**config.mk**
```make
export PLATFORM = sky130hd
export DESIGN_NAME = power_lifecycle_state_machine
export DESIGN_NICKNAME = d
export VERILOG_FILES = /design/src/rtl/plsm_pkg.sv /design/src/rtl/power_lifecycle_state_machine.sv
export VERILOG_INCLUDE_DIRS = /design/src /design/src/rtl
export SDC_FILE = /design/constraint.sdc
export NUM_CORES = 1
export LEC_CHECK = 0
export ABC_CLOCK_PERIOD_IN_PS = 5600
export BUFFER_PORTS_ARGS = -buffer_cell sky130_fd_sc_hd__buf_2
export CAP_MARGIN = 20
export CORE_ASPECT_RATIO = 0.7
export CORE_MARGIN = 2
export CORE_UTILIZATION = 40
export CTS_CLUSTER_DIAMETER = 120
export DETAILED_ROUTE_END_ITERATION = 10
export GPL_TIMING_DRIVEN = 0
export PLACE_DENSITY = 0.67
export SLEW_MARGIN = 5
export SYNTH_ARGS = -nofsm -noshare
export SYNTH_HDL_FRONTEND = slang
export SYNTH_SLANG_ARGS = --single-unit
```
**constraint.sdc**
```tcl
create_clock -name clk -period 5.6 [get_ports clk]
set_input_delay 1.4 -clock clk [delete_from_list [all_inputs] [get_ports clk]]
set_output_delay 1.4 -clock clk [all_outputs]
set_load 0.03 [all_outputs]
```
**src/rtl/power_lifecycle_state_machine_assert.svh**
```systemverilog
// assertion macros for the rtl of the power lifecycle block
// expects a clock named clk and an active-low reset named rst_n in scope
`ifndef POWER_LIFECYCLE_STATE_MACHINE_ASSERT_SVH
`define POWER_LIFECYCLE_STATE_MACHINE_ASSERT_SVH

// same-cycle implication, checked outside reset
`define PLSM_ASSERT_IMP(lbl, ante, cons) \
    lbl: assert property (@(posedge clk) disable iff (!rst_n) (ante) |-> (cons)) \
        else $error("same-cycle check failed");

// next-cycle implication, checked outside reset
`define PLSM_ASSERT_NXT(lbl, ante, cons) \
    lbl: assert property (@(posedge clk) disable iff (!rst_n) (ante) |=> (cons)) \
        else $error("next-cycle check failed");

`endif

```
**src/rtl/plsm_pkg.sv**
```systemverilog
// types, codes and reset values for the power lifecycle state machine
// no dependencies
package plsm_pkg;

    // event selector codes
    localparam logic [2:0] FUNC_WAKE_FRAME = 3'd0;
    localparam logic [2:0] FUNC_HOST_SHUT  = 3'd1;
    localparam logic [2:0] FUNC_SUSPEND    = 3'd2;
    localparam logic [2:0] FUNC_REBOOT     = 3'd3;
    localparam logic [2:0] FUNC_QUERY      = 3'd4;
    localparam logic [2:0] FUNC_TIMER_WAKE = 3'd5;
    localparam logic [2:0] FUNC_TICK       = 3'd6;

    // heartbeat kinds
    localparam logic [2:0] HB_NONE     = 3'd0;
    localparam logic [2:0] HB_INIT     = 3'd1;
    localparam logic [2:0] HB_ACTIVE   = 3'd2;
    localparam logic [2:0] HB_DELAY    = 3'd3;
    localparam logic [2:0] HB_SHUTDOWN = 3'd4;
    localparam logic [2:0] HB_REBOOT   = 3'd5;
    localparam logic [2:0] HB_S3       = 3'd6;

    // actions
    localparam logic [2:0] ACT_NONE      = 3'd0;
    localparam logic [2:0] ACT_START     = 3'd1;
    localparam logic [2:0] ACT_STOP      = 3'd2;
    localparam logic [2:0] ACT_POWER_OFF = 3'd3;
    localparam logic [2:0] ACT_REBOOT    = 3'd4;
    localparam logic [2:0] ACT_SUSPEND   = 3'd5;

    // status codes
    localparam logic [1:0] ST_OK         = 2'd0;
    localparam logic [1:0] ST_BAD_HEADER = 2'd1;
    localparam logic [1:0] ST_NO_TIMER   = 2'd2;

    localparam logic [7:0]  GOOD_HEADER       = 8'd1;
    localparam logic [23:0] SHUTDOWN_ONLY_BIT = 24'h800000;

    localparam int NUM_STATES = 8;

    // lifecycle states, one-hot; bit position is the state number
    typedef enum logic [7:0] {
        LC_DEFAULT      = 8'b0000_0001,
        LC_ALIVE        = 8'b0000_0010,
        LC_SHUT         = 8'b0000_0100,
        LC_DELAY        = 8'b0000_1000,
        LC_HOST_OFF     = 8'b0001_0000,
        LC_CTRL_OFF     = 8'b0010_0000,
        LC_HOST_REBOOT  = 8'b0100_0000,
        LC_HOST_SUSPEND = 8'b1000_0000
    } lc_state_t;

    // reset values of the allowed-move registers, by register index
    typedef logic [7:0] move_row_t;
    localparam move_row_t MOVE_RESET [NUM_STATES] =
        '{8'd7, 8'd214, 8'd252, 8'd248, 8'd48, 8'd34, 8'd96, 8'd162};

    // one result item
    typedef struct packed {
        logic [2:0]  state_now;
        logic [2:0]  heartbeat_kind;
        logic [2:0]  action;
        logic [1:0]  status;
        logic [23:0] reason_out;
        logic        last;
    } result_t;

    // result queue
    localparam int QUEUE_DEPTH = 4;
    localparam int QPTR_W      = $clog2(QUEUE_DEPTH);
    localparam int QCNT_W      = $clog2(QUEUE_DEPTH + 1);

    // state number of a one-hot state
    function automatic logic [2:0] state_code(input lc_state_t st);
        logic [2:0] code;
        code = 3'd0;
        for (int i = 0; i < NUM_STATES; i++)
        begin
            if (st[i])
            begin
                code = code | 3'(i);
            end
        end
        return code;
    endfunction

endpackage

```
**src/rtl/power_lifecycle_state_machine.sv**
```systemverilog
// Power lifecycle state machine: takes one event per transfer on the slave side
// (s_tready high) and produces one result, two on the first tick after reset (an init
// heartbeat, then the tick result). An event is decided in the cycle it is accepted
// and its results are written straight into a four-entry result queue, so the first
// result can leave in the next cycle. The block sustains one event per cycle; s_tready
// drops only while the result queue holds more than two entries, i.e. when the master
// side is stalled. Moves are checked against the eight allowed-move registers; the user
// must write them through the cfg port while no event is in flight; not enforced.
// depends on plsm_pkg and power_lifecycle_state_machine_assert.svh
module power_lifecycle_state_machine
(
    input  logic        clk,
    input  logic        rst_n,
    // configuration write port
    input  logic        cfg_we,
    input  logic [2:0]  cfg_index,
    input  logic [7:0]  cfg_data,
    // event stream
    input  logic        s_tvalid,
    output logic        s_tready,
    input  logic [31:0] s_tdata,   // [7:0] frame_header, [31:8] wake_bits
    input  logic [2:0]  s_tuser,   // [2:0] func
    // result stream
    output logic        m_tvalid,
    input  logic        m_tready,
    output logic [39:0] m_tdata,   // [2:0] state_now, [5:3] heartbeat_kind,
                                   // [8:6] action, [10:9] status,
                                   // [34:11] reason_out, [39:35] zero
    output logic        m_tlast
);

    // architectural state
    plsm_pkg::move_row_t allowed_reg [plsm_pkg::NUM_STATES];
    plsm_pkg::lc_state_t state_reg, state_next;
    plsm_pkg::lc_state_t prev_tick_reg, prev_tick_next;
    logic [23:0]         reason_reg, reason_next;
    logic                init_sent_reg, init_sent_next;

    // result queue
    plsm_pkg::result_t                queue_reg [plsm_pkg::QUEUE_DEPTH];
    logic [plsm_pkg::QPTR_W-1:0]      wr_ptr_reg, rd_ptr_reg;
    logic [plsm_pkg::QCNT_W-1:0]      count_reg, count_next;

    // step decode
    logic                in_xfer, out_xfer;
    logic [2:0]          func;
    logic [7:0]          header;
    logic [23:0]         wake_bits;
    plsm_pkg::move_row_t cur_row;
    plsm_pkg::lc_state_t target;
    logic                move_req;
    logic [2:0]          kind;
    logic [2:0]          act;
    logic [1:0]          status;
    logic [23:0]         reason_q;
    logic                two_results;
    plsm_pkg::result_t   init_res, main_res;

    assign in_xfer   = s_tvalid && s_tready;
    assign out_xfer  = m_tvalid && m_tready;
    assign func      = s_tuser;
    assign header    = s_tdata[7:0];
    assign wake_bits = s_tdata[31:8];

    // allowed-move row of the current state
    always_comb
    begin
        cur_row = '0;
        for (int i = 0; i < plsm_pkg::NUM_STATES; i++)
        begin
            if (state_reg[i])
            begin
                cur_row = cur_row | allowed_reg[i];
            end
        end
    end

    // event decode: requested move, heartbeat, action, status
    always_comb
    begin
        target         = state_reg;
        move_req       = 1'b0;
        kind           = plsm_pkg::HB_NONE;
        act            = plsm_pkg::ACT_NONE;
        status         = plsm_pkg::ST_OK;
        reason_q       = '0;
        reason_next    = reason_reg;
        init_sent_next = init_sent_reg;
        two_results    = 1'b0;
        case (func)
            plsm_pkg::FUNC_WAKE_FRAME:
            begin
                if (header != plsm_pkg::GOOD_HEADER)
                begin
                    status = plsm_pkg::ST_BAD_HEADER;
                end
                else
                begin
                    reason_next = wake_bits;
                    move_req    = 1'b1;
                    if (wake_bits == '0)
                    begin
                        target = plsm_pkg::LC_CTRL_OFF;
                    end
                    else if ((wake_bits & ~plsm_pkg::SHUTDOWN_ONLY_BIT) == '0)
                    begin
                        target = plsm_pkg::LC_SHUT;
                    end
                    else
                    begin
                        target = plsm_pkg::LC_ALIVE;
                    end
                end
            end
            plsm_pkg::FUNC_HOST_SHUT:
            begin
                move_req = 1'b1;
                target   = plsm_pkg::LC_HOST_OFF;
            end
            plsm_pkg::FUNC_SUSPEND:
            begin
                move_req = 1'b1;
                target   = plsm_pkg::LC_HOST_SUSPEND;
            end
            plsm_pkg::FUNC_REBOOT:
            begin
                move_req = 1'b1;
                target   = plsm_pkg::LC_HOST_REBOOT;
            end
            plsm_pkg::FUNC_QUERY:
            begin
                reason_q = reason_reg;
            end
            plsm_pkg::FUNC_TIMER_WAKE:
            begin
                status = plsm_pkg::ST_NO_TIMER;
            end
            plsm_pkg::FUNC_TICK:
            begin
                two_results    = !init_sent_reg;
                init_sent_next = 1'b1;
                case (state_reg)
                    plsm_pkg::LC_ALIVE:
                    begin
                        kind = plsm_pkg::HB_ACTIVE;
                        if (prev_tick_reg != plsm_pkg::LC_ALIVE)
                        begin
                            act = plsm_pkg::ACT_START;
                        end
                    end
                    plsm_pkg::LC_SHUT:
                    begin
                        kind     = plsm_pkg::HB_DELAY;
                        act      = plsm_pkg::ACT_STOP;
                        move_req = 1'b1;
                        target   = plsm_pkg::LC_DELAY;
                    end
                    plsm_pkg::LC_DELAY:        kind = plsm_pkg::HB_DELAY;
                    plsm_pkg::LC_HOST_OFF:     kind = plsm_pkg::HB_SHUTDOWN;
                    plsm_pkg::LC_HOST_REBOOT:  kind = plsm_pkg::HB_REBOOT;
                    plsm_pkg::LC_HOST_SUSPEND: kind = plsm_pkg::HB_S3;
                    plsm_pkg::LC_CTRL_OFF:
                    begin
                        if (prev_tick_reg == plsm_pkg::LC_HOST_OFF)
                        begin
                            act = plsm_pkg::ACT_POWER_OFF;
                        end
                        else if (prev_tick_reg == plsm_pkg::LC_HOST_REBOOT)
                        begin
                            act = plsm_pkg::ACT_REBOOT;
                        end
                        else if (prev_tick_reg == plsm_pkg::LC_HOST_SUSPEND)
                        begin
                            act = plsm_pkg::ACT_SUSPEND;
                        end
                    end
                    default: ;
                endcase
            end
            default: ;
        endcase
    end

    // move taken only when the current row allows the target
    always_comb
    begin
        state_next = state_reg;
        if (move_req && ((cur_row & target) != '0))
        begin
            state_next = target;
        end
        prev_tick_next = (func == plsm_pkg::FUNC_TICK) ? state_next : prev_tick_reg;
    end

    // result items of this event
    always_comb
    begin
        init_res.state_now      = plsm_pkg::state_code(state_next);
        init_res.heartbeat_kind = plsm_pkg::HB_INIT;
        init_res.action         = plsm_pkg::ACT_NONE;
        init_res.status         = plsm_pkg::ST_OK;
        init_res.reason_out     = '0;
        init_res.last           = 1'b0;

        main_res.state_now      = plsm_pkg::state_code(state_next);
        main_res.heartbeat_kind = kind;
        main_res.action         = act;
        main_res.status         = status;
        main_res.reason_out     = reason_q;
        main_res.last           = 1'b1;
    end

    // configuration registers
    always_ff @(posedge clk or negedge rst_n)
    begin
        if (!rst_n)
        begin
            for (int i = 0; i < plsm_pkg::NUM_STATES; i++)
            begin
                allowed_reg[i] <= plsm_pkg::MOVE_RESET[i];
            end
        end
        else if (cfg_we)
        begin
            allowed_reg[cfg_index] <= cfg_data;
        end
    end

    // lifecycle state, updated on each event transfer
    always_ff @(posedge clk or negedge rst_n)
    begin
        if (!rst_n)
        begin
            state_reg     <= plsm_pkg::LC_DEFAULT;
            prev_tick_reg <= plsm_pkg::LC_DEFAULT;
            reason_reg    <= '0;
            init_sent_reg <= 1'b0;
        end
        else if (in_xfer)
        begin
            state_reg     <= state_next;
            prev_tick_reg <= prev_tick_next;
            reason_reg    <= reason_next;
            init_sent_reg <= init_sent_next;
        end
    end

    // result queue storage
    always_ff @(posedge clk)
    begin
        if (in_xfer)
        begin
            if (two_results)
            begin
                queue_reg[wr_ptr_reg]                            <= init_res;
                queue_reg[wr_ptr_reg + plsm_pkg::QPTR_W'(1)]     <= main_res;
            end
            else
            begin
                queue_reg[wr_ptr_reg] <= main_res;
            end
        end
    end

    // queue occupancy
    always_comb
    begin
        count_next = count_reg;
        if (in_xfer)
        begin
            count_next = count_next + (two_results ? plsm_pkg::QCNT_W'(2)
                                                   : plsm_pkg::QCNT_W'(1));
        end
        if (out_xfer)
        begin
            count_next = count_next - plsm_pkg::QCNT_W'(1);
        end
    end

    // queue pointers
    always_ff @(posedge clk or negedge rst_n)
    begin
        if (!rst_n)
        begin
            wr_ptr_reg <= '0;
            rd_ptr_reg <= '0;
            count_reg  <= '0;
        end
        else
        begin
            if (in_xfer)
            begin
                wr_ptr_reg <= wr_ptr_reg + (two_results ? plsm_pkg::QPTR_W'(2)
                                                        : plsm_pkg::QPTR_W'(1));
            end
            if (out_xfer)
            begin
                rd_ptr_reg <= rd_ptr_reg + plsm_pkg::QPTR_W'(1);
            end
            count_reg <= count_next;
        end
    end

    // ports
    assign s_tready = (count_reg <= plsm_pkg::QCNT_W'(plsm_pkg::QUEUE_DEPTH - 2));
    assign m_tvalid = (count_reg != '0);
    assign m_tdata  = {5'b0,
                       queue_reg[rd_ptr_reg].reason_out,
                       queue_reg[rd_ptr_reg].status,
                       queue_reg[rd_ptr_reg].action,
                       queue_reg[rd_ptr_reg].heartbeat_kind,
                       queue_reg[rd_ptr_reg].state_now};
    assign m_tlast  = queue_reg[rd_ptr_reg].last;

    // checks
    `include "power_lifecycle_state_machine_assert.svh"

    `PLSM_ASSERT_IMP(a_queue_bound, 1'b1, count_reg <= plsm_pkg::QCNT_W'(plsm_pkg::QUEUE_DEPTH))
    `PLSM_ASSERT_NXT(a_state_holds, !in_xfer, $stable(state_reg) && $stable(prev_tick_reg))
    `PLSM_ASSERT_NXT(a_init_once, in_xfer && two_results, init_sent_reg && m_tvalid)
    `PLSM_ASSERT_IMP(a_pair_only_tick, in_xfer && two_results, func == plsm_pkg::FUNC_TICK)

endmodule

```
==> impl_summary.log <==
[metrics] CTS tree: done
[metrics] mapped cell area: ~12000 um^2
[metrics] Worst path slowest cell: sky130_fd_sc_hd__buf_1
[metrics] Worst Skew: between 0.02 and 0.025 ns
[metrics] final total power: between 0.006 and 0.007 W
[metrics] most area-hungry cell type in the Yosys netlist: sky130_fd_sc_hd__edfxtp_1
[metrics] sequential cell area fraction in the yosys report: 0.618
[metrics] Register-to-Register Setup Slack: roughly 2.3 ns
[metrics] post-cts hold buffer count: 0
[metrics] Clock H-tree levels: 1
[metrics] FP Rows: slightly above 50
[metrics] half-perimeter wire length of the detailed placement result: 19700 um
[metrics] Post-Route Setup TNS: 0 ns
[metrics] Worst slew margin: 0.328
[metrics] routability-driven placement congestion ratio: roughly 0.89
[metrics] M1 GR Usage: 0.295
[metrics] root cell of the clock tree: sky130_fd_sc_hd__clkbuf_16
[metrics] global routing's busiest layer: met1
[metrics] clock period minus final worst setup slack: about 4.5 ns
[metrics] Synth cell types: 66
[metrics] max capacitance violation total: 0
[metrics] number of flops mapped to enable cells by yosys: 140
[metrics] FMAX: between 0.2 and 0.25 GHz
[metrics] GR Util met3: 0.0402
[metrics] Warnings, synthesis: 0
[metrics] worst ir drop on vdd: 0.247 mV
[metrics] number of standard cells after synthesis: slightly below 900
[metrics] Buf+Inv Stages, Crit Path: 3
[metrics] final hold vios: 0
[metrics] initial core utilization: 0.410
[metrics] fraction of layout cells with a size suffix above 1: 0.313
[metrics] pwr dens: approximately 480 nW/um^2
[metrics] width of the die: ~210 um
[metrics] post-route clock period utilization: 0.810
[metrics] syn_area_per_cell: between 10 and 15 um^2
[metrics] #FFs+latches synth: 256
[metrics] total count of max-transition violations in the final report: 0
[metrics] register clock-pin slew on the reported worst setup and hold paths: ~0.07 ns
[metrics] residual DRC count: 0
[metrics] crit start category: flop
[metrics] CP max stage delay: 0.82 ns
[metrics] leading post-synthesis cells by cell area: sky130_fd_sc_hd__edfxtp_1, sky130_fd_sc_hd__dfrtp_1, sky130_fd_sc_hd__mux2_2
[metrics] Die H: about 150 um
[metrics] Wirelength per Cell: ~21 um
[metrics] family of cells with the greatest summed delay on the critical path: buffers and inverters
[metrics] proportion of netlist area held by the largest area contributor: 0.365
[metrics] total wirelength of the detailed-routed design: between 20000 and 30000 um
[metrics] slew at the pin with the worst max-slew slack: just over 1 ns
[metrics] maximum number of pins on one net before global-route repair: 90
[metrics] DRT Pass-1 Iters: 7
[metrics] total overflow reported by the global router: 0
[metrics] Worst Path Arrival: about 3.1 ns
[metrics] proportion of synthesized flip-flops having asynchronous set or reset: 0.438
[metrics] most frequent cells after synthesis: sky130_fd_sc_hd__nor2_1, sky130_fd_sc_hd__edfxtp_1, sky130_fd_sc_hd__mux2_2
[metrics] wire length of the first global-routing pass: ~45000 um
[metrics] buffer levels on the longest clock path: 3
[metrics] vias per std cell: around 5.6
[metrics] list of cells traversed by the critical path: clkbuf_1, buf_1, mux4_2, buf_2
[metrics] required time at the endpoint of the critical path: 4.20 ns
[metrics] total track usage: 0.193
[metrics] NumNets Final: 1040
[metrics] met2 usage: 0.282
[metrics] layout overhead on the synthesized area: 16.9%
[metrics] number of top-level pins: between 90 and 100
[metrics] number of clock sinks seen by CTS: around 260
[metrics] quantity of gates resized following cts: 0
[metrics] critical path class: flop to primary output
[metrics] number of clock buffers inserted by TritonCTS: 25
[metrics] setup repair after global routing missed its margin: false
[metrics] number of setup buffers added after CTS: 0
[metrics] total core area: around 28000 um^2
[metrics] detailed router's first-iteration violation count: between 700 and 800
[metrics] top-count cell post-synth: sky130_fd_sc_hd__nor2_1
[metrics] maximum fanout along the worst path: 10
[metrics] Setup crit end kind: primary output
[metrics] # setup viols final: 0
[metrics] Tightest Hold Check Type: flop to flop
[metrics] I/O Buffers: 82
[metrics] worst skew pair latency: between 0.5 and 0.6 ns
[metrics] status: complete, no violations
[metrics] via count: ~7.7k
[metrics] number of antenna-violating nets in the routed design: 0
[metrics] antenna violations before repair: 2
[metrics] flip-flop cell with the highest count after synthesis: sky130_fd_sc_hd__edfxtp_1
[metrics] number of flip-flops under the largest register name: approximately 140
[metrics] vias in the first global route: slightly below 8k
[metrics] leakage power total: around 4.9 nW
[metrics] Die Footprint: roughly 30000 um^2
[per-stage QoR]
step	hold WS [ns]	setup WS (ns)	cell area, um^2	util	std cells
5_1_grt	0.494	0.825	13500	0.480	1377
6_report	0.474	1.06	13500	0.480	1377
3_5_place_dp	0.455	0.870	12500	0.447	1329
2_1_floorplan	0.431	1.52	11500	-	870
3_3_place_gp	0.444	0.408	12400	0.442	1323
4_1_cts	0.472	0.998	13500	0.480	1375
[cell type report]
cell class                      instances  area, um^2
Tap cell                              371         464
Timing Repair Buffer                   88         532
Multi-Input combinational cell        542        4140
Fill cell                            2451       14600
Inverter                               15        56.3
Sequential cell                       256        7120
Buffer                                 57         236
Clock buffer                           27         643
Antenna cell                            2        5.00
Clock inverter                         19         272
[placed cells by master, fill, tap and decap left out, types with 13 or more instances in the layout]
cell type	synthesis	final
sky130_fd_sc_hd__dfstp_2	30	30
sky130_fd_sc_hd__nand2_1	55	55
sky130_fd_sc_hd__buf_2	3	84
sky130_fd_sc_hd__nor2_1	149	149
sky130_fd_sc_hd__clkbuf_16	0	25
sky130_fd_sc_hd__mux4_2	36	36
sky130_fd_sc_hd__mux2_2	90	90
sky130_fd_sc_hd__clkbuf_1	41	42
sky130_fd_sc_hd__a21oi_1	13	13
sky130_fd_sc_hd__o21ai_0	27	27
sky130_fd_sc_hd__edfxtp_1	140	140
sky130_fd_sc_hd__a22oi_1	27	27
sky130_fd_sc_hd__dfrtp_1	82	82
[metal layers]
layer	vias up	wire length, um
met2	311	12600
li1	3455	-
met5	-	0
met3	44	2420
met1	3911	12900
met4	0	611
[worst paths after layout]
check | startpoint | to | cells after the start
max in group asynchronous | rst_n | allowed_reg[29]$_DFFE_PN1P_ | 2
worst min-delay path | queue_reg[3][0]$_SDFFE_PP1P_ | queue_reg[3][0]$_SDFFE_PP1P_ | 1
worst max-delay path | rd_ptr_reg[0]$_DFFE_PN0P_ | m_tdata[6] | 4
min in group asynchronous | rst_n | reason_reg[19]$_DFFE_PN0P_ | 1
worst max register to register | state_reg[7]$_DFFE_PN0P_ | queue_reg[3][35]$_DFFE_PP_ | 8
worst min register to register | queue_reg[3][0]$_SDFFE_PP1P_ | queue_reg[3][0]$_SDFFE_PP1P_ | 1
[power by group]
group	internal, W	leakage [nW]	switching, W	total (W)
Clock	0.00115	0.442	0.000724	0.00188
Sequential	0.00234	2.69	0.000148	0.00249
Combinational	0.000767	1.73	0.00136	0.00213
[cell families after synthesis]
kind of cell / synth area share
simple gates: 0.112
xor+xnor: 0.00912
other cells: 0.000325
fa+ha+maj: 0.00499
mux: 0.164
compound gates: 0.0664
flops: 0.618
buf+inv: 0.0254
(Power assumes the default switching activity.)
